<file path="src/sprn_pkg.sv">
// ----------------------------------------------------------------------------
// sprn_pkg
// Shared types and constants for the nearest-neighbor sprite rotator.
// ----------------------------------------------------------------------------
`default_nettype none

package sprn_pkg;

    // Geometry
    localparam int MAX_SIDE  = 64;
    localparam int POS_W     = $clog2(MAX_SIDE);
    localparam int SIDE_W    = POS_W + 1;
    localparam int DEPTH     = MAX_SIDE * MAX_SIDE;
    localparam int ADDR_W    = $clog2(DEPTH);

    // Arithmetic widths
    localparam int TRIG_W    = 16;
    localparam int FRAC_BITS = 14;
    localparam int DELTA_W   = POS_W + 3;
    localparam int PROD_W    = TRIG_W + DELTA_W;
    localparam int SUM_W     = PROD_W + 2;
    localparam int COORD_W   = SUM_W - (FRAC_BITS + 1);

    // Pixels
    localparam int COLOR_W = 4;
    localparam logic [COLOR_W-1:0] COLOR_TRANSPARENT = 4'h8;

    // Result queue
    localparam int OQ_DEPTH = 8;
    localparam int OQ_PTR_W = $clog2(OQ_DEPTH);

    // Request kinds
    localparam logic ACT_LOAD  = 1'b0;
    localparam logic ACT_QUERY = 1'b1;

    // Register indexes
    typedef enum logic [1:0] {
        REG_SINE   = 2'd0,
        REG_COSINE = 2'd1,
        REG_WIDTH  = 2'd2,
        REG_HEIGHT = 2'd3
    } sprn_reg_t;

    // Active configuration, sides already clamped to MAX_SIDE
    typedef struct packed {
        logic signed [TRIG_W-1:0] sine;
        logic signed [TRIG_W-1:0] cosine;
        logic [SIDE_W-1:0]        width;
        logic [SIDE_W-1:0]        height;
    } sprn_cfg_t;

    // One request moving down the pipe
    typedef struct packed {
        logic               vld;
        logic               query;
        logic               in_sprite;
        logic [POS_W-1:0]   x;
        logic [POS_W-1:0]   y;
        logic [COLOR_W-1:0] color;
    } sprn_item_t;

    // Request after inverse mapping
    typedef struct packed {
        sprn_item_t       item;
        logic             map_ok;
        logic [POS_W-1:0] rx;
        logic [POS_W-1:0] ry;
    } sprn_mapped_t;

    // Finished result
    typedef struct packed {
        logic               vld;
        logic [COLOR_W-1:0] color;
        logic               outside;
    } sprn_result_t;

endpackage

`default_nettype wire

</file>
<file path="src/sprn_outq.sv">
// ----------------------------------------------------------------------------
// sprn_outq
// Result queue with request credits, so the pipe never has to stall.
// ----------------------------------------------------------------------------
`default_nettype none

module sprn_outq
    import sprn_pkg::*;
(
    input  wire logic          clk,
    input  wire logic          rst_n,
    input  wire logic          in_accept,
    input  wire logic          in_query,
    output logic               in_ready,
    input  sprn_result_t       result,
    output logic               out_valid,
    input  wire logic          out_ready,
    output logic [COLOR_W-1:0] out_color,
    output logic               out_outside
);

    localparam int CNT_W = OQ_PTR_W + 1;

    logic [COLOR_W:0]  fifo [OQ_DEPTH];
    logic [CNT_W-1:0]  wr_ptr_reg, wr_ptr_next;
    logic [CNT_W-1:0]  rd_ptr_reg, rd_ptr_next;
    logic [CNT_W-1:0]  credit_reg, credit_next;
    logic              pop;
    logic              take_query;

    // Every accepted query holds a slot until its result leaves; loads hold none
    assign in_ready   = (credit_reg < CNT_W'(OQ_DEPTH));
    assign out_valid  = (wr_ptr_reg != rd_ptr_reg);
    assign pop        = out_valid && out_ready;
    assign take_query = in_accept && (in_query == ACT_QUERY);

    always_comb
    begin
        wr_ptr_next = wr_ptr_reg + CNT_W'(result.vld);
        rd_ptr_next = rd_ptr_reg + CNT_W'(pop);
        credit_next = credit_reg + CNT_W'(take_query) - CNT_W'(pop);
    end

    always_ff @(posedge clk or negedge rst_n)
    begin
        if (!rst_n)
        begin
            wr_ptr_reg <= '0;
            rd_ptr_reg <= '0;
            credit_reg <= '0;
        end
        else
        begin
            wr_ptr_reg <= wr_ptr_next;
            rd_ptr_reg <= rd_ptr_next;
            credit_reg <= credit_next;
        end
    end

    always_ff @(posedge clk)
    begin
        if (result.vld)
            fifo[wr_ptr_reg[OQ_PTR_W-1:0]] <= {result.outside, result.color};
    end

    assign out_color   = fifo[rd_ptr_reg[OQ_PTR_W-1:0]][COLOR_W-1:0];
    assign out_outside = fifo[rd_ptr_reg[OQ_PTR_W-1:0]][COLOR_W];

endmodule

`default_nettype wire

</file>
<file path="config.mk">
export PLATFORM = sky130hd
export DESIGN_NAME = sprn_outq
export DESIGN_NICKNAME = d
export VERILOG_FILES = /design/src/sprn_pkg.sv /design/src/sprn_outq.sv
export SDC_FILE = /design/constraint.sdc
export NUM_CORES = 1
export LEC_CHECK = 0
export BUFFER_PORTS_ARGS = -buffer_cell sky130_fd_sc_hd__buf_2
export CELL_PAD_IN_SITES_DETAIL_PLACEMENT = 1
export CELL_PAD_IN_SITES_GLOBAL_PLACEMENT = 1
export CORE_UTILIZATION = 25
export CTS_CLUSTER_DIAMETER = 50
export DETAILED_ROUTE_END_ITERATION = 12
export GPL_TIMING_DRIVEN = 0
export PLACE_DENSITY = 0.46
export SLEW_MARGIN = 20
export SYNTH_ARGS = -nofsm -noshare
export SYNTH_HDL_FRONTEND = slang
export SYNTH_SLANG_ARGS = --single-unit
</file>
<file path="constraint.sdc">
create_clock -name clk -period 2.6 [get_ports clk]
set_clock_uncertainty 0.1 [all_clocks]
set_input_delay 0.13 -clock clk [delete_from_list [all_inputs] [get_ports clk]]
set_output_delay 0.13 -clock clk [all_outputs]
set_load 0.05 [all_outputs]
</file>
==> results <==
- The flow ran to the end, and the final reports show no timing, DRC or antenna violations.
- The CTS tree is built.
- For the worst setup path, the data required time is 2.71 ns.
- The setup check on the worst reg-to-reg path leaves a slack of 0.26 ns.
- The layout overhead on the synthesized area is 17.6%.
- The number of buffers inserted during clock tree synthesis is 5.
- The number of nets handed over by synthesis was 147.
- The number of pins with negative max-slew slack in the final report came to 0.
- The number of buffers added on ports is 17.
- The fill cell total of the finished layout is 886.
- Data arrives at the worst endpoint at 2.45 ns.
- The setup path with the least slack is of type register to register.
- Using the TritonRoute via totals, the vias-per-cell ratio works out to 4.31.
- The clock passes through at most 2 buffers.
- The first global-routing pass estimated 6640 um of wire.
- In this run the core area contains 33 standard-cell rows.
- The critical-path cell with the highest stage delay is sky130_fd_sc_hd__fa_2.
- Cells with a size suffix above 1 make up 28.4% of the layout.
- The overall via count from detail_route is 1121.
- Setup repair after global routing left no endpoint under its margin.
- The final-report hold violation count is 0.
- The worst path uses 90.2% of the clock period.
- The sum of internal, switching and leakage power is 3.08 mW.
- A synthesized cell averages 17.0 sq um.
- The detail route stage leaves a number of antenna-violating nets equal to 0.
- The all-layer global routing usage is 10.4%.
- The die outline height is 94.8 um.
- In this run the worst hold path is classified as primary input to register.
- The clock reaches the later pin of the worst-skew pair after 0.30 ns.
- The netlist uses 21 different library cells.
- The summed instance area of the synthesized netlist is 2150 sq um.
- The yosys synthesis warning count is 0.
- The number of antenna violations at the first check in global routing was 0.
- Headroom to the max-slew limit came out at 45.2%.
- Before antenna repair, the detailed router went through 4 iterations.
- The share of the yosys chip area belonging to registers is 69.7%.
- Walking the worst path, the cells encountered are buf_6 -> xnor2_2 -> nand4_1 -> and2_4 -> ha_2 -> inv_1 -> ha_2 -> inv_2 -> fa_2 -> inv_1.
- The largest incremental delay on the critical path is 0.52 ns.
- The post-CTS setup-driven buffer insertion count is 0.
- The number of register bits inferred by synthesis is 52.
- STA classifies the critical path startpoint as a register.
- Clock tree synthesis found a total of 52 sinks.
- The number of ports placed on the die boundary is 18.
- The total detailed-routing wirelength is 4050 um.
- At the pin with the least slew margin, the transition time is 0.816 ns.
- The largest net degree at the start of global routing is 17.
- The final routed wire length divided by cell count is 15.6 um.
- The tree is rooted in a sky130_fd_sc_hd__clkbuf_8.
- The cell count after synthesis is 127.
- The chip width is 94.8 um.
- The final total negative setup slack is 0 ns.
- The region available for standard cell placement spans 8260 sq um.
- Buffers inserted to repair hold after CTS numbered 3.
- The routability congestion estimate from global placement is 0.694.
- The area of the die is 8990 sq um.
- The top fanout value on the critical path is 10.
- The flip-flop count of the largest register after layout is 40.
- Setup violations remaining at the end of the flow were counted as 0.
- The most common library cell in the layout ignoring fill and taps is sky130_fd_sc_hd__edfxtp_1.
- 0 antenna diodes ended up in the layout.
- The final-stage net count is 174.
- The analysis attributes to cell leakage a power of 0.938 nW.
- After clock tree synthesis, the clock-pin slew on the worst setup and hold paths is 0.10 ns.
- The H-tree was split into 2 levels.
- Summed over all nets, the half-perimeter wirelength after detailed placement is 2960 um.
- Based on the critical path, the design can be clocked at up to 427 MHz.
- The number of remaining DRC errors is 0.
- The kind of end point of the critical path is a register.
- The routed design could run at a clock period as short as 2.34 ns.
- Across the VDD grid, the largest voltage drop is 0.000441 V.
- The number of design-rule violations left by the first detailed-router iteration is 39.
- The via count of the first global-routing pass was 1269.
- The library cells used most frequently in the layout, excluding fill and tap cells, are sky130_fd_sc_hd__edfxtp_1, sky130_fd_sc_hd__buf_2, sky130_fd_sc_hd__dfrtp_1.
- The total overflow left after global routing is 0.
- The initial core utilization is 26.1%.
- Post-CTS repair changed the size of 0 cells.
- The power density normalized to cell area is 1220 nW/um^2.
- The count of max-cap constraint violations is 0.
synthesized netlist by cell type:
cell	count	share of area, %
sky130_fd_sc_hd__edfxtp_1	40	56
sky130_fd_sc_hd__dfrtp_1	12	14
sky130_fd_sc_hd__inv_1	12	2.1
sky130_fd_sc_hd__mux4_2	9	9.4
sky130_fd_sc_hd__xnor2_1	9	3.7
sky130_fd_sc_hd__ha_1	8	4.6
sky130_fd_sc_hd__nand2_1	8	1.4
sky130_fd_sc_hd__nor2_1	6	1.0
sky130_fd_sc_hd__o21ai_1	5	1.2
sky130_fd_sc_hd__nand2b_1	3	0.87
sky130_fd_sc_hd__buf_2	2	0.46
sky130_fd_sc_hd__nand3_1	2	0.46
sky130_fd_sc_hd__nor3_1	2	0.46
sky130_fd_sc_hd__xor2_1	2	0.81
sky130_fd_sc_hd__a21o_1	1	0.35
sky130_fd_sc_hd__a21oi_1	1	0.23
sky130_fd_sc_hd__and2_1	1	0.29
sky130_fd_sc_hd__buf_6	1	0.52
sky130_fd_sc_hd__fa_1	1	0.93
sky130_fd_sc_hd__mux4_1	1	1.2
sky130_fd_sc_hd__nand4_1	1	0.29
layer usage:
| layer | GRT usage [%] | wire length, um |
|---|---|---|
| met4 | 4.92 | 59 |
| met2 | 17.1 | 2060 |
| met5 | 0 | 0 |
| met3 | 2.01 | 116 |
| met1 | 13.1 | 1810 |
report_power, final:
| part | switching [mW] | leakage (nW) | internal (mW) | total [mW] |
|---|---|---|---|---|
| clock network | 0.270 | 0.0541 | 0.285 | 0.555 |
| registers | 0.141 | 0.504 | 1.10 | 1.24 |
| logic | 0.778 | 0.380 | 0.507 | 1.29 |
| total | 1.19 | 0.938 | 1.89 | 3.08 |
through the flow:
step / util (%) / cell area, sq um / worst slack, ns / instances / hold WS [ns]
CTS: 30.7 / 2530 / 0.202 / 260 / 0.00755
global placement: 29.0 / 2390 / 0.266 / 249 / -0.0790
finish: 30.7 / 2530 / 0.256 / 260 / 0.00725
global route: 30.7 / 2530 / 0.115 / 260 / 0.00454
floorplan: - / 2180 / -0.165 / 127 / -0.266
detailed placement: 29.0 / 2390 / 0.231 / 249 / -0.0670
cell type report:
cell class	instances	area, sq um	area share [%]
flip-flops and latches	52	1500	59.3
multi-input cells	60	608	24.0
well taps	105	131	5.19
repair buffers	20	115	4.54
clock buffers	5	68.8	2.72
inverters	12	45.0	1.78
clock inverters	3	42.5	1.68
plain buffers	3	21.3	0.840
critical path, delay by kind of cell, from the launching register on:
kind	cells	cell delay (ns)
adders and majority gates	3	0.93
DFF	1	0.43
buffers and inverters	4	0.35
and+or+nand+nor	2	0.30
xor gates and xnor gates	1	0.13
worst paths after layout:
| path | startpoint | to | depth (start not counted) |
|---|---|---|---|
| max | rd_ptr_reg[0] | credit_reg[1] | 10 |
| max in group asynchronous | rst_n | wr_ptr_reg[2] | 2 |
| min | result[2] | fifo[2][1] | 1 |
| min in group asynchronous | rst_n | credit_reg[0] | 2 |
| max reg2reg | rd_ptr_reg[0] | credit_reg[1] | 10 |
| min reg2reg | wr_ptr_reg[3] | wr_ptr_reg[3] | 1 |
cells by family after synthesis:
| family | synth area share, % |
|---|---|
| adder cells (fa/ha/maj) | 5.58 |
| AND/OR/NAND/NOR | 4.82 |
| multiplexers | 10.6 |
| XOR/XNOR | 4.47 |
| AO/OA/AOI/OAI | 1.74 |
| flip-flops | 69.7 |
| buffers and inverters | 3.08 |
(Power assumes the default switching activity.)
