===== config.mk =====
export PLATFORM = sky130hd
export DESIGN_NAME = sprn_map
export DESIGN_NICKNAME = d
export VERILOG_FILES = /design/src/sprn_pkg.sv /design/src/sprn_map.sv
export SDC_FILE = /design/constraint.sdc
export NUM_CORES = 2
export LEC_CHECK = 0
export BUFFER_PORTS_ARGS = -buffer_cell sky130_fd_sc_hd__buf_2
export CAP_MARGIN = 20
export CELL_PAD_IN_SITES_DETAIL_PLACEMENT = 0
export CELL_PAD_IN_SITES_GLOBAL_PLACEMENT = 1
export CORE_AREA = 2 2 235 237
export DETAILED_ROUTE_END_ITERATION = 10
export DIE_AREA = 0 0 237 239
export GPL_ROUTABILITY_DRIVEN = 1
export PLACE_DENSITY_LB_ADDON = 0.15
export SYNTH_ARGS = -nofsm -noshare
export SYNTH_HDL_FRONTEND = slang
export SYNTH_SLANG_ARGS = --single-unit

===== constraint.sdc =====
create_clock -name clk -period 17.9 [get_ports clk]
set_input_delay 1.79 -clock clk [delete_from_list [all_inputs] [get_ports clk]]
set_output_delay 1.79 -clock clk [all_outputs]
set_load 0.05 [all_outputs]

===== src/sprn_pkg.sv =====
// ----------------------------------------------------------------------------
// sprn_pkg
// Shared types and constants for the nearest-neighbor sprite rotator.
// ----------------------------------------------------------------------------
`default_nettype none

package sprn_pkg;

    // Geometry
    localparam int MAX_SIDE  = 64;
    localparam int POS_W     = $clog2(MAX_SIDE);
    localparam int SIDE_W    = POS_W + 1;
    localparam int DEPTH     = MAX_SIDE * MAX_SIDE;
    localparam int ADDR_W    = $clog2(DEPTH);

    // Arithmetic widths
    localparam int TRIG_W    = 16;
    localparam int FRAC_BITS = 14;
    localparam int DELTA_W   = POS_W + 3;
    localparam int PROD_W    = TRIG_W + DELTA_W;
    localparam int SUM_W     = PROD_W + 2;
    localparam int COORD_W   = SUM_W - (FRAC_BITS + 1);

    // Pixels
    localparam int COLOR_W = 4;
    localparam logic [COLOR_W-1:0] COLOR_TRANSPARENT = 4'h8;

    // Result queue
    localparam int OQ_DEPTH = 8;
    localparam int OQ_PTR_W = $clog2(OQ_DEPTH);

    // Request kinds
    localparam logic ACT_LOAD  = 1'b0;
    localparam logic ACT_QUERY = 1'b1;

    // Register indexes
    typedef enum logic [1:0] {
        REG_SINE   = 2'd0,
        REG_COSINE = 2'd1,
        REG_WIDTH  = 2'd2,
        REG_HEIGHT = 2'd3
    } sprn_reg_t;

    // Active configuration, sides already clamped to MAX_SIDE
    typedef struct packed {
        logic signed [TRIG_W-1:0] sine;
        logic signed [TRIG_W-1:0] cosine;
        logic [SIDE_W-1:0]        width;
        logic [SIDE_W-1:0]        height;
    } sprn_cfg_t;

    // One request moving down the pipe
    typedef struct packed {
        logic               vld;
        logic               query;
        logic               in_sprite;
        logic [POS_W-1:0]   x;
        logic [POS_W-1:0]   y;
        logic [COLOR_W-1:0] color;
    } sprn_item_t;

    // Request after inverse mapping
    typedef struct packed {
        sprn_item_t       item;
        logic             map_ok;
        logic [POS_W-1:0] rx;
        logic [POS_W-1:0] ry;
    } sprn_mapped_t;

    // Finished result
    typedef struct packed {
        logic               vld;
        logic [COLOR_W-1:0] color;
        logic               outside;
    } sprn_result_t;

endpackage

`default_nettype wire


===== src/sprn_map.sv =====
// ----------------------------------------------------------------------------
// sprn_map
// Input register, rotation products and inverse-mapped source coordinate.
// ----------------------------------------------------------------------------
`default_nettype none

module sprn_map
    import sprn_pkg::*;
(
    input  wire logic              clk,
    input  wire logic              rst_n,
    input  sprn_cfg_t              cfg,
    input  wire logic              in_accept,
    input  wire logic              in_query,
    input  wire logic [POS_W-1:0]  in_x,
    input  wire logic [POS_W-1:0]  in_y,
    input  wire logic [COLOR_W-1:0] in_color,
    output sprn_mapped_t           mapped
);

    sprn_item_t item_reg;
    sprn_item_t item_next;
    sprn_item_t prod_item_reg;

    logic signed [DELTA_W-1:0] dx;
    logic signed [DELTA_W-1:0] dy;
    logic signed [PROD_W-1:0]  cdx_next, sdy_next, sdx_next, cdy_next;
    logic signed [PROD_W-1:0]  cdx_reg, sdy_reg, sdx_reg, cdy_reg;
    logic signed [SUM_W-1:0]   sum_x, sum_y;
    logic signed [COORD_W-1:0] rx_full, ry_full;
    logic                      rx_ok, ry_ok;
    sprn_mapped_t              mapped_next;
    sprn_mapped_t              mapped_reg;

    // Input register
    always_comb
    begin
        item_next.vld       = in_accept;
        item_next.query     = (in_query == ACT_QUERY);
        item_next.in_sprite = ({1'b0, in_x} < cfg.width) && ({1'b0, in_y} < cfg.height);
        item_next.x         = in_x;
        item_next.y         = in_y;
        item_next.color     = in_color;
    end

    always_ff @(posedge clk or negedge rst_n)
    begin
        if (!rst_n)
            item_reg <= '0;
        else
            item_reg <= item_next;
    end

    // Centered doubled offsets and the four products
    always_comb
    begin
        dx = $signed({2'b00, item_reg.x, 1'b0}) - $signed({2'b00, cfg.width})
             + DELTA_W'(1);
        dy = $signed({2'b00, item_reg.y, 1'b0}) - $signed({2'b00, cfg.height})
             + DELTA_W'(1);
        cdx_next = cfg.cosine * dx;
        sdy_next = cfg.sine * dy;
        sdx_next = cfg.sine * dx;
        cdy_next = cfg.cosine * dy;
    end

    always_ff @(posedge clk or negedge rst_n)
    begin
        if (!rst_n)
            prod_item_reg <= '0;
        else
            prod_item_reg <= item_reg;
    end

    always_ff @(posedge clk)
    begin
        cdx_reg <= cdx_next;
        sdy_reg <= sdy_next;
        sdx_reg <= sdx_next;
        cdy_reg <= cdy_next;
    end

    // Sums with the center term; (w-1)*2^14 + 2^14 folds to w*2^14
    always_comb
    begin
        sum_x = SUM_W'(cdx_reg) - SUM_W'(sdy_reg)
                + $signed({{(SUM_W-SIDE_W-FRAC_BITS){1'b0}}, cfg.width,
                           {FRAC_BITS{1'b0}}});
        sum_y = SUM_W'(sdx_reg) + SUM_W'(cdy_reg)
                + $signed({{(SUM_W-SIDE_W-FRAC_BITS){1'b0}}, cfg.height,
                           {FRAC_BITS{1'b0}}});
        // floor divide by 2^15
        rx_full = sum_x[SUM_W-1:FRAC_BITS+1];
        ry_full = sum_y[SUM_W-1:FRAC_BITS+1];
        rx_ok = !rx_full[COORD_W-1] &&
                (rx_full[COORD_W-2:0] < (COORD_W-1)'(cfg.width));
        ry_ok = !ry_full[COORD_W-1] &&
                (ry_full[COORD_W-2:0] < (COORD_W-1)'(cfg.height));

        mapped_next.item   = prod_item_reg;
        mapped_next.map_ok = rx_ok && ry_ok;
        mapped_next.rx     = rx_full[POS_W-1:0];
        mapped_next.ry     = ry_full[POS_W-1:0];
    end

    always_ff @(posedge clk or negedge rst_n)
    begin
        if (!rst_n)
            mapped_reg <= '0;
        else
            mapped_reg <= mapped_next;
    end

    assign mapped = mapped_reg;

endmodule

`default_nettype wire


==> flow_summary.toml <==
[detailed_routing]
wl_per_cell_um = 18.41
first_iter_violations = 906
vias = 18460
postRouteAntennaNets = 0
drc_errors = 0
via_per_inst = 5.285
totalWireLength_mm = 64.31
dr.pass1.iters = 5

[outcome]
status = "finished clean"

[critical_path]
critPathLaunchType = "primary input"
crit_arrival_ps = 9510
reg2regPathDepth = 29
path_buf_inv = 5
critPathTopFamily = "adder cells"
end_kind = "flop"
reg2reg_slack_ps = 9940
r2r_end = "cdy_reg[24]$_DFF_P_"
crit_fanout = 34
required_ps = 18290
crit_slowest_cell = "nor4_1"
cpMostUsedCell = "fa_1"
critical_path.max_stage_delay_ps = 550
worstReg2RegStart = "item_reg[4]$_DFF_PN0_"
worstSetupPathType = "primary input to flop"

[placement]
dpl_cell_area_mm2 = 0.02813
dpl.cell_count = 3461
portBuffers = 97
place.gp.congestion = 0.8477
hpwl_mm = 50.76

[min_path]
hold_path_end = "mapped[15]$_DFF_PN0_"
worstHoldStart = "mapped_next[15]$_DFF_PN0_"
hold-path-cell-count = 0
min_path_type = "flop to flop"

[grt]
grt_usage = 0.2456
grt_overflow = 0
grt_pass1_wl_mm = 107.9
grt_pass1_vias = 20560
antenna_found_initial = 2
grt_max_degree = 71

[clock_network]
clk_pin_slew_ps = 90
cts-resized-gates = 0
cts_root_buf = "clkbuf_16"
cts_buffer_depth = 2
cts_sinks = 170
numCtsBuffers = 17
insertion_delay_ps = 500
htree_levels = 4
holdBufCountCts = 0
cts_tree = "done"
postCtsSetupBuffers = 0

[synthesis]
synth_xor_area_frac = 0.04435
synth.area.mux_share = 0.001491
async_reset_ff_frac = 0.4118
synthesis.nets = 3615
syn_area_mm2 = 0.02686
synthCells = 2731
yosysTopAreaCell = "fa_1"
synth_top_family_by_area = "adder cells"
post-synth-top-count-cell = "fa_1"
ys_warn_count = 0
yosysUniqueCellTypes = 69
synth-adder-area-share = 0.5186
synth-simple-area-share = 0.1601
synth_top_cell_area_share = 0.3667
synth_compound_area_frac = 0.06088
synth-edff-count = 0
synth-seq-cells = 170
synth-main-ff-cell = "dfxtp_1"
synthTopCellsByCount = "492 x fa_1, 444 x inv_1, 326 x ha_1"
ys_seq_area_frac = 0.1397
ys_top_cells_by_area = "fa_1 37%, ha_1 15%, dfxtp_1 7.5%"
syn_avg_cell_area_um2 = 9.835

[timing]
finalHoldViolCount = 0
rsz0062_at_grt = "false"
tightest_slew_ps = 869.4
finalSetupViolCount = 0
period_minus_slack_ps = 9118
fmax_ghz = 0.1097
period_share = 0.5094
slew_headroom = 0.4204
drv_slew = 0
tns_ps = 0
clock_skew_ps = 15.63

[die]
rows = 86
die_y_um = 239
die_w_um = 237
core_mm2 = 0.05434
die-area_mm2 = 0.05664
start_util = 0.4943
ios = 98

[finish]
largest_reg_flops = 32
nets = 3660
final_layout_size_suffix_gt1_frac = 0.07063
seqCellArea_mm2 = 0.003754
stdcell_count = 3493
finalInstanceArea_mm2 = 0.02873
multi_input_area_mm2 = 0.02120
n_fill_cell = 4960
area_growth_pct = 6.945
n_antenna_cell = 0

[run]
drv.max_cap_violation_count = 0
cell families (layout without fill, tap and decap cells):
kind of cell               count (synthesis)  after routing
and+or+nand+nor                          830            830
adders and majority gates                818            818
buffers and inverters                    534            592
AOI/OAI and AO/OA                        239            239
DFF                                      170            170
xor gates and xnor gates                 136            136
muxes                                      4              4
worst register-to-register path: cells and delay by family (launching register included):
| kind | cells | cell delay, ps |
|---|---|---|
| AOI/OAI and AO/OA | 11 | 2600 |
| xor gates and xnor gates | 2 | 460 |
| adders and majority gates | 7 | 2830 |
| buffers and inverters | 4 | 530 |
| DFF | 1 | 440 |
| and+or+nand+nor | 5 | 1020 |
stage by stage:
step / util / hold slack [ps] / worst slack (ps)
floorplan: - / 331.2 / 9229
CTS: 0.5286 / 342.8 / 8790
finish: 0.5286 / 337.6 / 8782
global placement: 0.5176 / 331.9 / 8438
detailed placement: 0.5176 / 334.7 / 8268
global route: 0.5286 / 355.0 / 8260
layout make-up:
type / instances / area share
multi-input cells: 2027 / 0.7380
flip-flops and latches: 170 / 0.1307
inverters: 445 / 0.05815
well taps: 704 / 0.03066
repair buffers: 115 / 0.02169
clock buffers: 17 / 0.01481
clock inverters: 15 / 0.006011
worst max-delay path by stage:
stage | cells after the start | to | start | slack (ps)
6_report | 26 | sdx_reg[23]$_DFF_P_ | cfg[7] | 8780
3_3_place_gp | 30 | cdy_reg[24]$_DFF_P_ | cfg[0] | 8440
4_1_cts | 28 | cdx_reg[24]$_DFF_P_ | cfg[7] | 8790
2_1_floorplan | 31 | cdy_reg[24]$_DFF_P_ | cfg[0] | 9230
5_1_grt | 27 | cdx_reg[23]$_DFF_P_ | cfg[7] | 8260
3_5_place_dp | 28 | cdx_reg[24]$_DFF_P_ | cfg[7] | 8270
cells in the final DEF (no fill, tap or decap), types with 9 or more instances in the layout:
master     netlist  routed
buf_4            0      19
xnor2_2          0       9
a21oi_1         71      71
o21a_1          13      13
nand2b_1        30      30
o21ai_0         40      40
clkbuf_16        0      17
buf_2            0      96
fa_1           492     492
nand2_1        232     232
nand3_1         25      25
ha_1           326     326
dfxtp_1        100     100
inv_1          444     444
xnor2_1        103      94
a31oi_1         10      10
nor2_1         119     119
and3_1          17      17
dfrtp_1         70      70
a21o_1          22      22
nor2b_1        139     139
and2_1         194     194
nor3_1          25      25
or2_2           15      15
xor2_1          33      28
routing by layer:
layer  up-vias  share of wire  GRT usage  wire length, um
met1      9476           0.44     0.3202            28280
li1       8582              -          -                -
met3        87          0.042    0.04030             2709
met5         -        0.00070   0.006061               45
met2       315           0.49     0.4128            31310
met4         2          0.030    0.09091             1961
Power is left out: the tool's default activity adds up to more than one toggle a clock period on the data nets, which glitch-free logic cannot reach.
