[config.mk]
export PLATFORM = sky130hd
export DESIGN_NAME = sprn_cfg
export DESIGN_NICKNAME = d
export VERILOG_FILES = /design/src/sprn_pkg.sv /design/src/sprn_cfg.sv
export SDC_FILE = /design/constraint.sdc
export NUM_CORES = 1
export LEC_CHECK = 0
export BUFFER_PORTS_ARGS = -buffer_cell sky130_fd_sc_hd__clkbuf_2
export CELL_PAD_IN_SITES_DETAIL_PLACEMENT = 0
export CELL_PAD_IN_SITES_GLOBAL_PLACEMENT = 1
export CORE_UTILIZATION = 41
export DETAILED_ROUTE_END_ITERATION = 12
export PLACE_DENSITY = 0.88
export SYNTH_ARGS = -nofsm -noshare
export SYNTH_HDL_FRONTEND = slang
export SYNTH_SLANG_ARGS = --single-unit
[constraint.sdc]
create_clock -name clk -period 2.1 [get_ports clk]
set_input_delay 0 -clock clk [delete_from_list [all_inputs] [get_ports clk]]
set_output_delay 0 -clock clk [all_outputs]
set_load 0.05 [all_outputs]
[src/sprn_pkg.sv]
// ----------------------------------------------------------------------------
// sprn_pkg
// Shared types and constants for the nearest-neighbor sprite rotator.
// ----------------------------------------------------------------------------
`default_nettype none

package sprn_pkg;

    // Geometry
    localparam int MAX_SIDE  = 64;
    localparam int POS_W     = $clog2(MAX_SIDE);
    localparam int SIDE_W    = POS_W + 1;
    localparam int DEPTH     = MAX_SIDE * MAX_SIDE;
    localparam int ADDR_W    = $clog2(DEPTH);

    // Arithmetic widths
    localparam int TRIG_W    = 16;
    localparam int FRAC_BITS = 14;
    localparam int DELTA_W   = POS_W + 3;
    localparam int PROD_W    = TRIG_W + DELTA_W;
    localparam int SUM_W     = PROD_W + 2;
    localparam int COORD_W   = SUM_W - (FRAC_BITS + 1);

    // Pixels
    localparam int COLOR_W = 4;
    localparam logic [COLOR_W-1:0] COLOR_TRANSPARENT = 4'h8;

    // Result queue
    localparam int OQ_DEPTH = 8;
    localparam int OQ_PTR_W = $clog2(OQ_DEPTH);

    // Request kinds
    localparam logic ACT_LOAD  = 1'b0;
    localparam logic ACT_QUERY = 1'b1;

    // Register indexes
    typedef enum logic [1:0] {
        REG_SINE   = 2'd0,
        REG_COSINE = 2'd1,
        REG_WIDTH  = 2'd2,
        REG_HEIGHT = 2'd3
    } sprn_reg_t;

    // Active configuration, sides already clamped to MAX_SIDE
    typedef struct packed {
        logic signed [TRIG_W-1:0] sine;
        logic signed [TRIG_W-1:0] cosine;
        logic [SIDE_W-1:0]        width;
        logic [SIDE_W-1:0]        height;
    } sprn_cfg_t;

    // One request moving down the pipe
    typedef struct packed {
        logic               vld;
        logic               query;
        logic               in_sprite;
        logic [POS_W-1:0]   x;
        logic [POS_W-1:0]   y;
        logic [COLOR_W-1:0] color;
    } sprn_item_t;

    // Request after inverse mapping
    typedef struct packed {
        sprn_item_t       item;
        logic             map_ok;
        logic [POS_W-1:0] rx;
        logic [POS_W-1:0] ry;
    } sprn_mapped_t;

    // Finished result
    typedef struct packed {
        logic               vld;
        logic [COLOR_W-1:0] color;
        logic               outside;
    } sprn_result_t;

endpackage

`default_nettype wire

[src/sprn_cfg.sv]
// ----------------------------------------------------------------------------
// sprn_cfg
// Configuration registers; clamps the sprite sides to the store size.
// ----------------------------------------------------------------------------
`default_nettype none

module sprn_cfg
    import sprn_pkg::*;
(
    input  wire logic              clk,
    input  wire logic              rst_n,
    input  wire logic              cfg_valid,
    output logic                   cfg_ready,
    input  wire logic [1:0]        cfg_index,
    input  wire logic [TRIG_W-1:0] cfg_data,
    output sprn_cfg_t              cfg
);

    logic [TRIG_W-1:0] sine_reg;
    logic [TRIG_W-1:0] cosine_reg;
    logic [SIDE_W-1:0] width_reg;
    logic [SIDE_W-1:0] height_reg;

    assign cfg_ready = 1'b1;

    // Register writes
    always_ff @(posedge clk or negedge rst_n)
    begin
        if (!rst_n)
        begin
            sine_reg   <= '0;
            cosine_reg <= TRIG_W'(1 << FRAC_BITS);
            width_reg  <= SIDE_W'(MAX_SIDE);
            height_reg <= SIDE_W'(MAX_SIDE);
        end
        else if (cfg_valid)
        begin
            case (sprn_reg_t'(cfg_index))
                REG_SINE:   sine_reg   <= cfg_data;
                REG_COSINE: cosine_reg <= cfg_data;
                REG_WIDTH:  width_reg  <= cfg_data[SIDE_W-1:0];
                REG_HEIGHT: height_reg <= cfg_data[SIDE_W-1:0];
                default:    ;
            endcase
        end
    end

    // Clamp oversized sides
    always_comb
    begin
        cfg.sine   = $signed(sine_reg);
        cfg.cosine = $signed(cosine_reg);
        cfg.width  = (width_reg > SIDE_W'(MAX_SIDE)) ? SIDE_W'(MAX_SIDE) : width_reg;
        cfg.height = (height_reg > SIDE_W'(MAX_SIDE)) ? SIDE_W'(MAX_SIDE) : height_reg;
    end

endmodule

`default_nettype wire

==> key figures, run 1 <==
Global routing
  – Total routing usage reported by global routing: 0.176
  – Vias in the first global route: between 1000 and 1500
  – Overall overflow remaining after global route: 0
  – Pin count of the biggest net entering global routing: 30
  – Antenna violations before repair: 0
  – Wire length of the first global-routing pass: 5.82 mm

Floorplan
  – Row cnt: 23
  – Die span in x: around 70 um
  – Height of the die: slightly below 70 um
  – Die area: 0.00473 mm^2
  – Core ar.: roughly 0.0041 mm^2
  – Number of placed I/O pins: 68
  – Initial core utilization: 0.441

Routing
  – Total length of routed wires: 3.74 mm
  – Average via count per standard cell: 4.90
  – Wire length per cell after detailed routing: roughly 15 um
  – Initial DRT Pass Iterations: 6
  – DRC viols: 0
  – Final antenna-violating net count: 0
  – Vias post-DR: between 1000 and 1500
  – Iter 0 DRT Violations: between 50 and 60

Clock tree
  – CTS tree: built
  – Buffer levels on the longest clock path: 2
  – Clock Sink Count: 46
  – Skew-Pair Late Insertion Delay: roughly 0.29 ns
  – Number of cells upsized or downsized after cts: 0
  – H-Tree Level Count: 2
  – Clock slew at reported path FFs: 0.08 ns
  – Inserted Clock Buffers: 5
  – Cell at the root of the clock tree: sky130_fd_sc_hd__clkbuf_8

Synthesis
  – Ys async rst share: 1.00
  – Total number of yosys warnings: 0
  – Yosys cell types: 12
  – Portion of synthesized cell area occupied by the leading cell type: 0.589
  – Area of the mapped netlist: ~0.0018 mm^2
  – Post-synth top flop: sky130_fd_sc_hd__dfrtp_1
  – Cell with the most instances after synthesis: sky130_fd_sc_hd__mux2_2
  – Post-synthesis area per instance: between 15 and 20 um^2
  – EDFF count, synth: 0
  – Leading post-synthesis cells by cell area: sky130_fd_sc_hd__dfrtp_1 (59%), sky130_fd_sc_hd__mux2_2 (28%), sky130_fd_sc_hd__dfstp_2 (4.3%)
  – Sequential share of the synthesized area: 0.632
  – Number of storage elements in the synthesis netlist: 46
  – Biggest area consumer among synthesized cells: sky130_fd_sc_hd__dfrtp_1
  – Number of instances in the synthesized netlist: approximately 110
  – Leading post-synthesis cells by instance count: sky130_fd_sc_hd__mux2_2 (46), sky130_fd_sc_hd__dfrtp_1 (43), sky130_fd_sc_hd__nor2b_1 (12)
  – Number of nets in the synthesized netlist: 135

Min path
  – Type of the most critical hold path: input port to register
  – Number of stages on the worst hold path: 2

Placement
  – Routability congestion estimate from global placement: ~0.74
  – Number of buffers added on ports: 66
  – Post-detail-place hpwl: between 2 and 3 mm

Setup path
  – Cell family contributing the most delay on the critical path: flip-flops
  – Critical path class: register to output pin
  – Data arrival, critical path: 1.19 ns
  – Worst-path fanout max: 8
  – Cell at the slowest stage of the critical path: sky130_fd_sc_hd__dfstp_2
  – Worst path required time: between 2 and 2.5 ns
  – Reg2Reg Depth: 1
  – Startpoint types: register
  – Highest cell delay on the worst timing path: 0.61 ns
  – Cell-by-cell listing of the critical path: clkbuf_2
  – Critical path buffers and inverters: 1
  – Crit. End Element: output pin
  – Depth of the critical timing path with buffers and inverters included: 1

STA
  – Max-slew violations: 0
  – Post-route setup TNS: 0 ns
  – Setup violators final: 0
  – Final hold vios: 0
  – Period minus WS final: roughly 1.2 ns
  – RSZ-0062 raised after global routing: false
  – Actual transition at the worst max-transition pin: 0.708 ns
  – Max-Slew Margin vs Limit: 0.528
  – Skew final: 0 ns
  – Maximum clock frequency: about 0.84 GHz
  – Post-route clock period utilization: 0.569

Finish
  – Final antenna diode count: 0
  – Final core occ: 0.589
  – Proportion of layout cells with a drive suffix above 1: 0.617
  – FILL cells: between 300 and 400
  – Area added between synthesis and finish: 33.6%
  – Number of nets in the layout: 221

Status
  – Run status: complete, no violations

Power and ir drop
  – Worst supply voltage drop on vdd: 463 uV
  – Final Power: about 2.7 mW
  – Total power per unit cell area: ~1100 mW/mm^2
  – Total leakage power: about 1.2 nW

Job
  – Number of max-cap violations: 0
metal layers:
layer	global-route usage	share of wire	routed length, um
met5	0	0	0
met4	0.0612	0.016	60
met3	0.0526	0.064	239
met2	0.292	0.49	1850
met1	0.220	0.43	1590
logic make-up after synthesis:
group	count (synthesis)	share of synthesized area
mux	46	0.283
flops	46	0.632
simple gates	16	0.0643
buf+inv	5	0.0185
other cells	1	0.00205
area by class of cell:
class	instances	area, um^2	share of cell area
sequential	46	1150	0.473
multi-input combinational	63	639	0.262
tap	50	62.6	0.0256
clock buffer	8	80.1	0.0328
timing repair buffer	84	505	0.207
what timing repair did:
| action | CTS | global route |
|---|---|---|
| hold buffers | 16 | 0 |
| hold endpoints to repair | 61 | 0 |
| setup endpoints to repair | 0 | 0 |
| buffers inserted | 0 | 0 |
power by group:
group	internal, mW	leakage (nW)	switching (mW)
Combinational	0.296	0.589	0.784
Sequential	1.06	0.540	0.0992
Clock	0.237	0.0395	0.271
Total	1.59	1.17	1.15
metrics by stage:
stage | instances | hold slack, ns | cell area (um^2) | setup WS (ns)
global placement | 227 | 0.0607 | 2200 | 0.961
global route | 251 | 0.0000626 | 2440 | 0.828
floorplan | 114 | -0.296 | 1830 | 1.02
CTS | 251 | 0.00106 | 2440 | 0.885
finish | 251 | 0.00957 | 2440 | 0.906
detailed placement | 227 | 0.0742 | 2200 | 0.920
final timing paths:
check / from / endpoint / slack [ns]
max: height_reg[6]$_DFFE_PN1P_ / cfg[6] / 0.91
min: cfg_data[6] / cosine_reg[6]$_DFFE_PN0P_ / 0.01
max reg2reg: height_reg[6]$_DFFE_PN1P_ / height_reg[6]$_DFFE_PN1P_ / 1.27
min reg2reg: height_reg[5]$_DFFE_PN0P_ / height_reg[5]$_DFFE_PN0P_ / 0.50
max in group asynchronous: rst_n / cosine_reg[13]$_DFFE_PN0P_ / 1.10
min in group asynchronous: rst_n / height_reg[3]$_DFFE_PN0P_ / 0.29
cells in the final DEF (no fill, tap or decap), drive strengths merged:
master and instances:
dfstp 3, nand3 1, nor2b 12, clkbuf 74, buf 2, mux2 46
nand3b 2, dlygate4sd3 16, conb 1, dfrtp 43, nor3b 1
No activity file was read; power rests on OpenSTA's default activity.
==> run 2, diff against run 1 <==
--- a/config.mk
+++ b/config.mk
@@ -8,9 +8,9 @@
 export BUFFER_PORTS_ARGS = -buffer_cell sky130_fd_sc_hd__clkbuf_2
 export CELL_PAD_IN_SITES_DETAIL_PLACEMENT = 0
 export CELL_PAD_IN_SITES_GLOBAL_PLACEMENT = 1
-export CORE_UTILIZATION = 41
+export CORE_UTILIZATION = 38
 export DETAILED_ROUTE_END_ITERATION = 12
-export PLACE_DENSITY = 0.88
+export PLACE_DENSITY = 0.82
 export SYNTH_ARGS = -nofsm -noshare
 export SYNTH_HDL_FRONTEND = slang
 export SYNTH_SLANG_ARGS = --single-unit
==> constraint.sdc (replaced) <==
create_clock -name clk -period 1.14 [get_ports clk]
set_input_delay 0 -clock clk [delete_from_list [all_inputs] [get_ports clk]]
set_output_delay 0 -clock clk [all_outputs]
set_load 0.05 [all_outputs]
==> run 2 against run 1 <==
Die area is 7.7% higher. Sequential power increased by 84%. Cell count up 1.6%. Global-route usage fell by 1.3 points. Via count up 0.73%. The flow now finishes with violations (design-rule violations, negative setup slack). Critical path type unchanged. Hold slack better by 0.21 ns. Core utilization down 0.30 points. Setup slack lost 0.96 ns. Count of clock-buffer cells in the layout shrank 3. Final area rose by 7.4%. Non-clock buffer count up 2. Clock power up 92%.
==> key figures, run 2 (same netlist as run 1, synthesis figures left out) <==
Setup path
  – Worst-path fanout max: 8 (unchanged)
  – Highest cell delay on the worst timing path: 0.63 ns (+0.02 ns)
  – Crit. End Element: output pin
  – Worst path required time: 1.14 ns (-0.96 ns)
  – Cell family contributing the most delay on the critical path: flip-flops
  – Cell at the slowest stage of the critical path: sky130_fd_sc_hd__dfstp_2
  – Data arrival, critical path: 1.19 ns (about the same)
  – Critical path buffers and inverters: 1 (unchanged)
  – Cell-by-cell listing of the critical path: nor2b_1 -> clkbuf_8
  – Critical path class: register to output pin
  – Minimum setup slack among reg-to-reg paths: 0.28 ns (-0.99 ns)
  – Startpoint types: register

Power and ir drop
  – Total leakage power: 1.23 nW (+5.2%)
  – Worst supply voltage drop on vdd: 1020 uV (+120%)
  – Pint: 3.09 mW (+94%)
  – Combinational share of power: 0.410 (+0.017)
  – Switching part of the total power: 0.415 (-0.00481)
  – NetSw: 2.19 mW (+90%)
  – Total power per unit cell area: 2010 mW/mm^2 (+79%)
  – Sequential share of power: 0.405 (-0.017)
  – Portion of total power attributed to the clock network: 0.184 (about the same)

Status
  – Run status: finished with violations
  – Violations in the final reports: design-rule violations, negative setup slack

Placement
  – Cell total after placement: 230 (+1.3%)
  – Area after DPL: 0.00225 mm^2 (+2.2%)
  – Number of buffers added on ports: 66 (unchanged)
  – Routability congestion estimate from global placement: 0.737 (+0.18%)
  – Post-detail-place hpwl: 2.66 mm (-3.4%)

Floorplan
  – Core ar.: 0.00447 mm^2 (+8.0%)
  – Die area: 0.00509 mm^2 (+7.7%)
  – Die span in x: 71.4 um (+3.8%)
  – Number of placed I/O pins: 68 (unchanged)
  – Initial core utilization: 0.409 (-0.0326)
  – Row cnt: 24 (+4.3%)
  – Height of the die: 71.4 um (+3.8%)

Min path
  – Type of the most critical hold path: input port to asynchronous set/reset pin

Finish
  – FILL cells: 364 (+2.2%)
  – Post-route cell area: 0.00262 mm^2 (+7.4%)
  – Final antenna diode count: 0 (unchanged)
  – Proportion of layout cells with a drive suffix above 1: 0.635 (+0.0186)
  – Area added between synthesis and finish: 43.5%
  – Highest-count cells in the layout ignoring fill and taps: sky130_fd_sc_hd__clkbuf_2 (52), sky130_fd_sc_hd__mux2_2 (46), sky130_fd_sc_hd__dfrtp_1 (43)
  – Final standard cell count with taps included and fillers excluded: 255 (+1.6%)
  – Leading cell type in the layout, fill and taps excluded: sky130_fd_sc_hd__clkbuf_2
  – Number of nets in the layout: 223 (+0.90%)

Routing
  – Iter 0 DRT Violations: 53 (-7.0%)
  – Wire length per cell after detailed routing: 15.0 um (+0.62%)
  – Vias post-DR: 1238 (+0.73%)
  – Final antenna-violating net count: 0 (unchanged)
  – DRC viols: 7 (+7)
  – Initial DRT Pass Iterations: 8 (+2)
  – Total length of routed wires: 3.82 mm (+2.2%)
  – Average via count per standard cell: 4.85 (-0.85%)

STA
  – Max-slew violations: 0 (unchanged)
  – Period minus WS final: 1.19 ns
  – Setup violators final: 13 (+13)
  – RSZ-0062 raised after global routing: true
  – Final hold vios: 0 (unchanged)
  – Post-route clock period utilization: 1.04
  – Maximum clock frequency: approximately 0.84 GHz
  – Skew final: 0 ns (unchanged)
  – Slack of the critical path: -0.0496 ns (-0.955 ns)

Global routing
  – Antenna violations before repair: 0 (unchanged)
  – Pin count of the biggest net entering global routing: 47 (+57%)
  – Wire length of the first global-routing pass: 6.24 mm (+7.1%)
  – Total routing usage reported by global routing: 0.163 (-0.0131)
  – Overall overflow remaining after global route: 0 (unchanged)
  – Vias in the first global route: 1258 (+6.3%)

Clock tree
  – Inserted Clock Buffers: 5 (unchanged)
  – Cell at the root of the clock tree: sky130_fd_sc_hd__clkbuf_8
  – Clock slew at reported path FFs: 0.09 ns (about the same)
  – Post-CTS setup buffer count: 0 (unchanged)
  – Buffer levels on the longest clock path: 2 (unchanged)
  – CTS tree: built
  – H-Tree Level Count: 2 (unchanged)
  – Skew-Pair Late Insertion Delay: 0.30 ns (about the same)
  – Clock Sink Count: 46 (unchanged)

Job
  – Number of max-cap violations: 0 (unchanged)
-- run 2: final timing paths --
check                                                from                          to  depth (start not counted)
worst max-delay path            height_reg[6]$_DFFE_PN1P_                      cfg[4]                          2
worst min-delay path                                rst_n   cosine_reg[0]$_DFFE_PN0P_                          3
worst max register to register  height_reg[6]$_DFFE_PN1P_   height_reg[6]$_DFFE_PN1P_                          1
worst min register to register   width_reg[4]$_DFFE_PN0P_    width_reg[4]$_DFFE_PN0P_                          1
max in group asynchronous                           rst_n    width_reg[6]$_DFFE_PN1P_                          3
min in group clk                                cfg_valid  cosine_reg[11]$_DFFE_PN0P_                          4
-- run 2: per-stage QoR --
stage	setup TNS (ns)	hold WS, ns	total power, mW	utilization	worst slack [ns]
after floorplan	0	-0.296	3.64	-	0.0600
after global placement	0	-0.000621	4.11	0.503	0.125
after detailed placement	0	0.00233	4.15	0.503	0.0946
after CTS	-0.707	0.214	5.32	0.586	-0.0601
after global routing	-1.07	0.241	5.50	0.586	-0.0930
final	-0.419	0.216	5.28	0.586	-0.0496
-- run 2: cell type report --
type                       instances  area, um^2  area share
timing repair buffer              86         672       0.256
tap                               52        65.1      0.0248
clock buffer                       5        68.8      0.0262
multi-input combinational         63         642       0.245
sequential                        46        1150       0.440
clock inverter                     3        21.3     0.00811
-- run 2: power groups by stage --
stage          sequential (mW)  clock (mW)  combinational, mW
6_report                  2.14       0.972               2.17
5_1_grt                   2.19        1.07               2.25
4_1_cts                   2.14        1.01               2.17
3_5_place_dp              2.17           0               1.98
3_3_place_gp              2.16           0               1.95
2_1_floorplan             2.90           0              0.738
-- run 2: layer usage --
layer | global-route usage | up-vias | share of wire | wire length (um)
met5 | 0 | - | 0 | 0
met4 | 0.0667 | 0 | 0.017 | 65
met3 | 0.0394 | 7 | 0.053 | 204
met2 | 0.291 | 42 | 0.52 | 1980
met1 | 0.189 | 619 | 0.41 | 1570
li1 | - | 570 | - | -
-- run 2: what timing repair did --
action | in CTS | in global routing
resized for setup | 26 | 3
hold buffers | 17 | 0
endpoints found under the hold margin | 91 | 0
setup endpoints to repair | 14 | 14
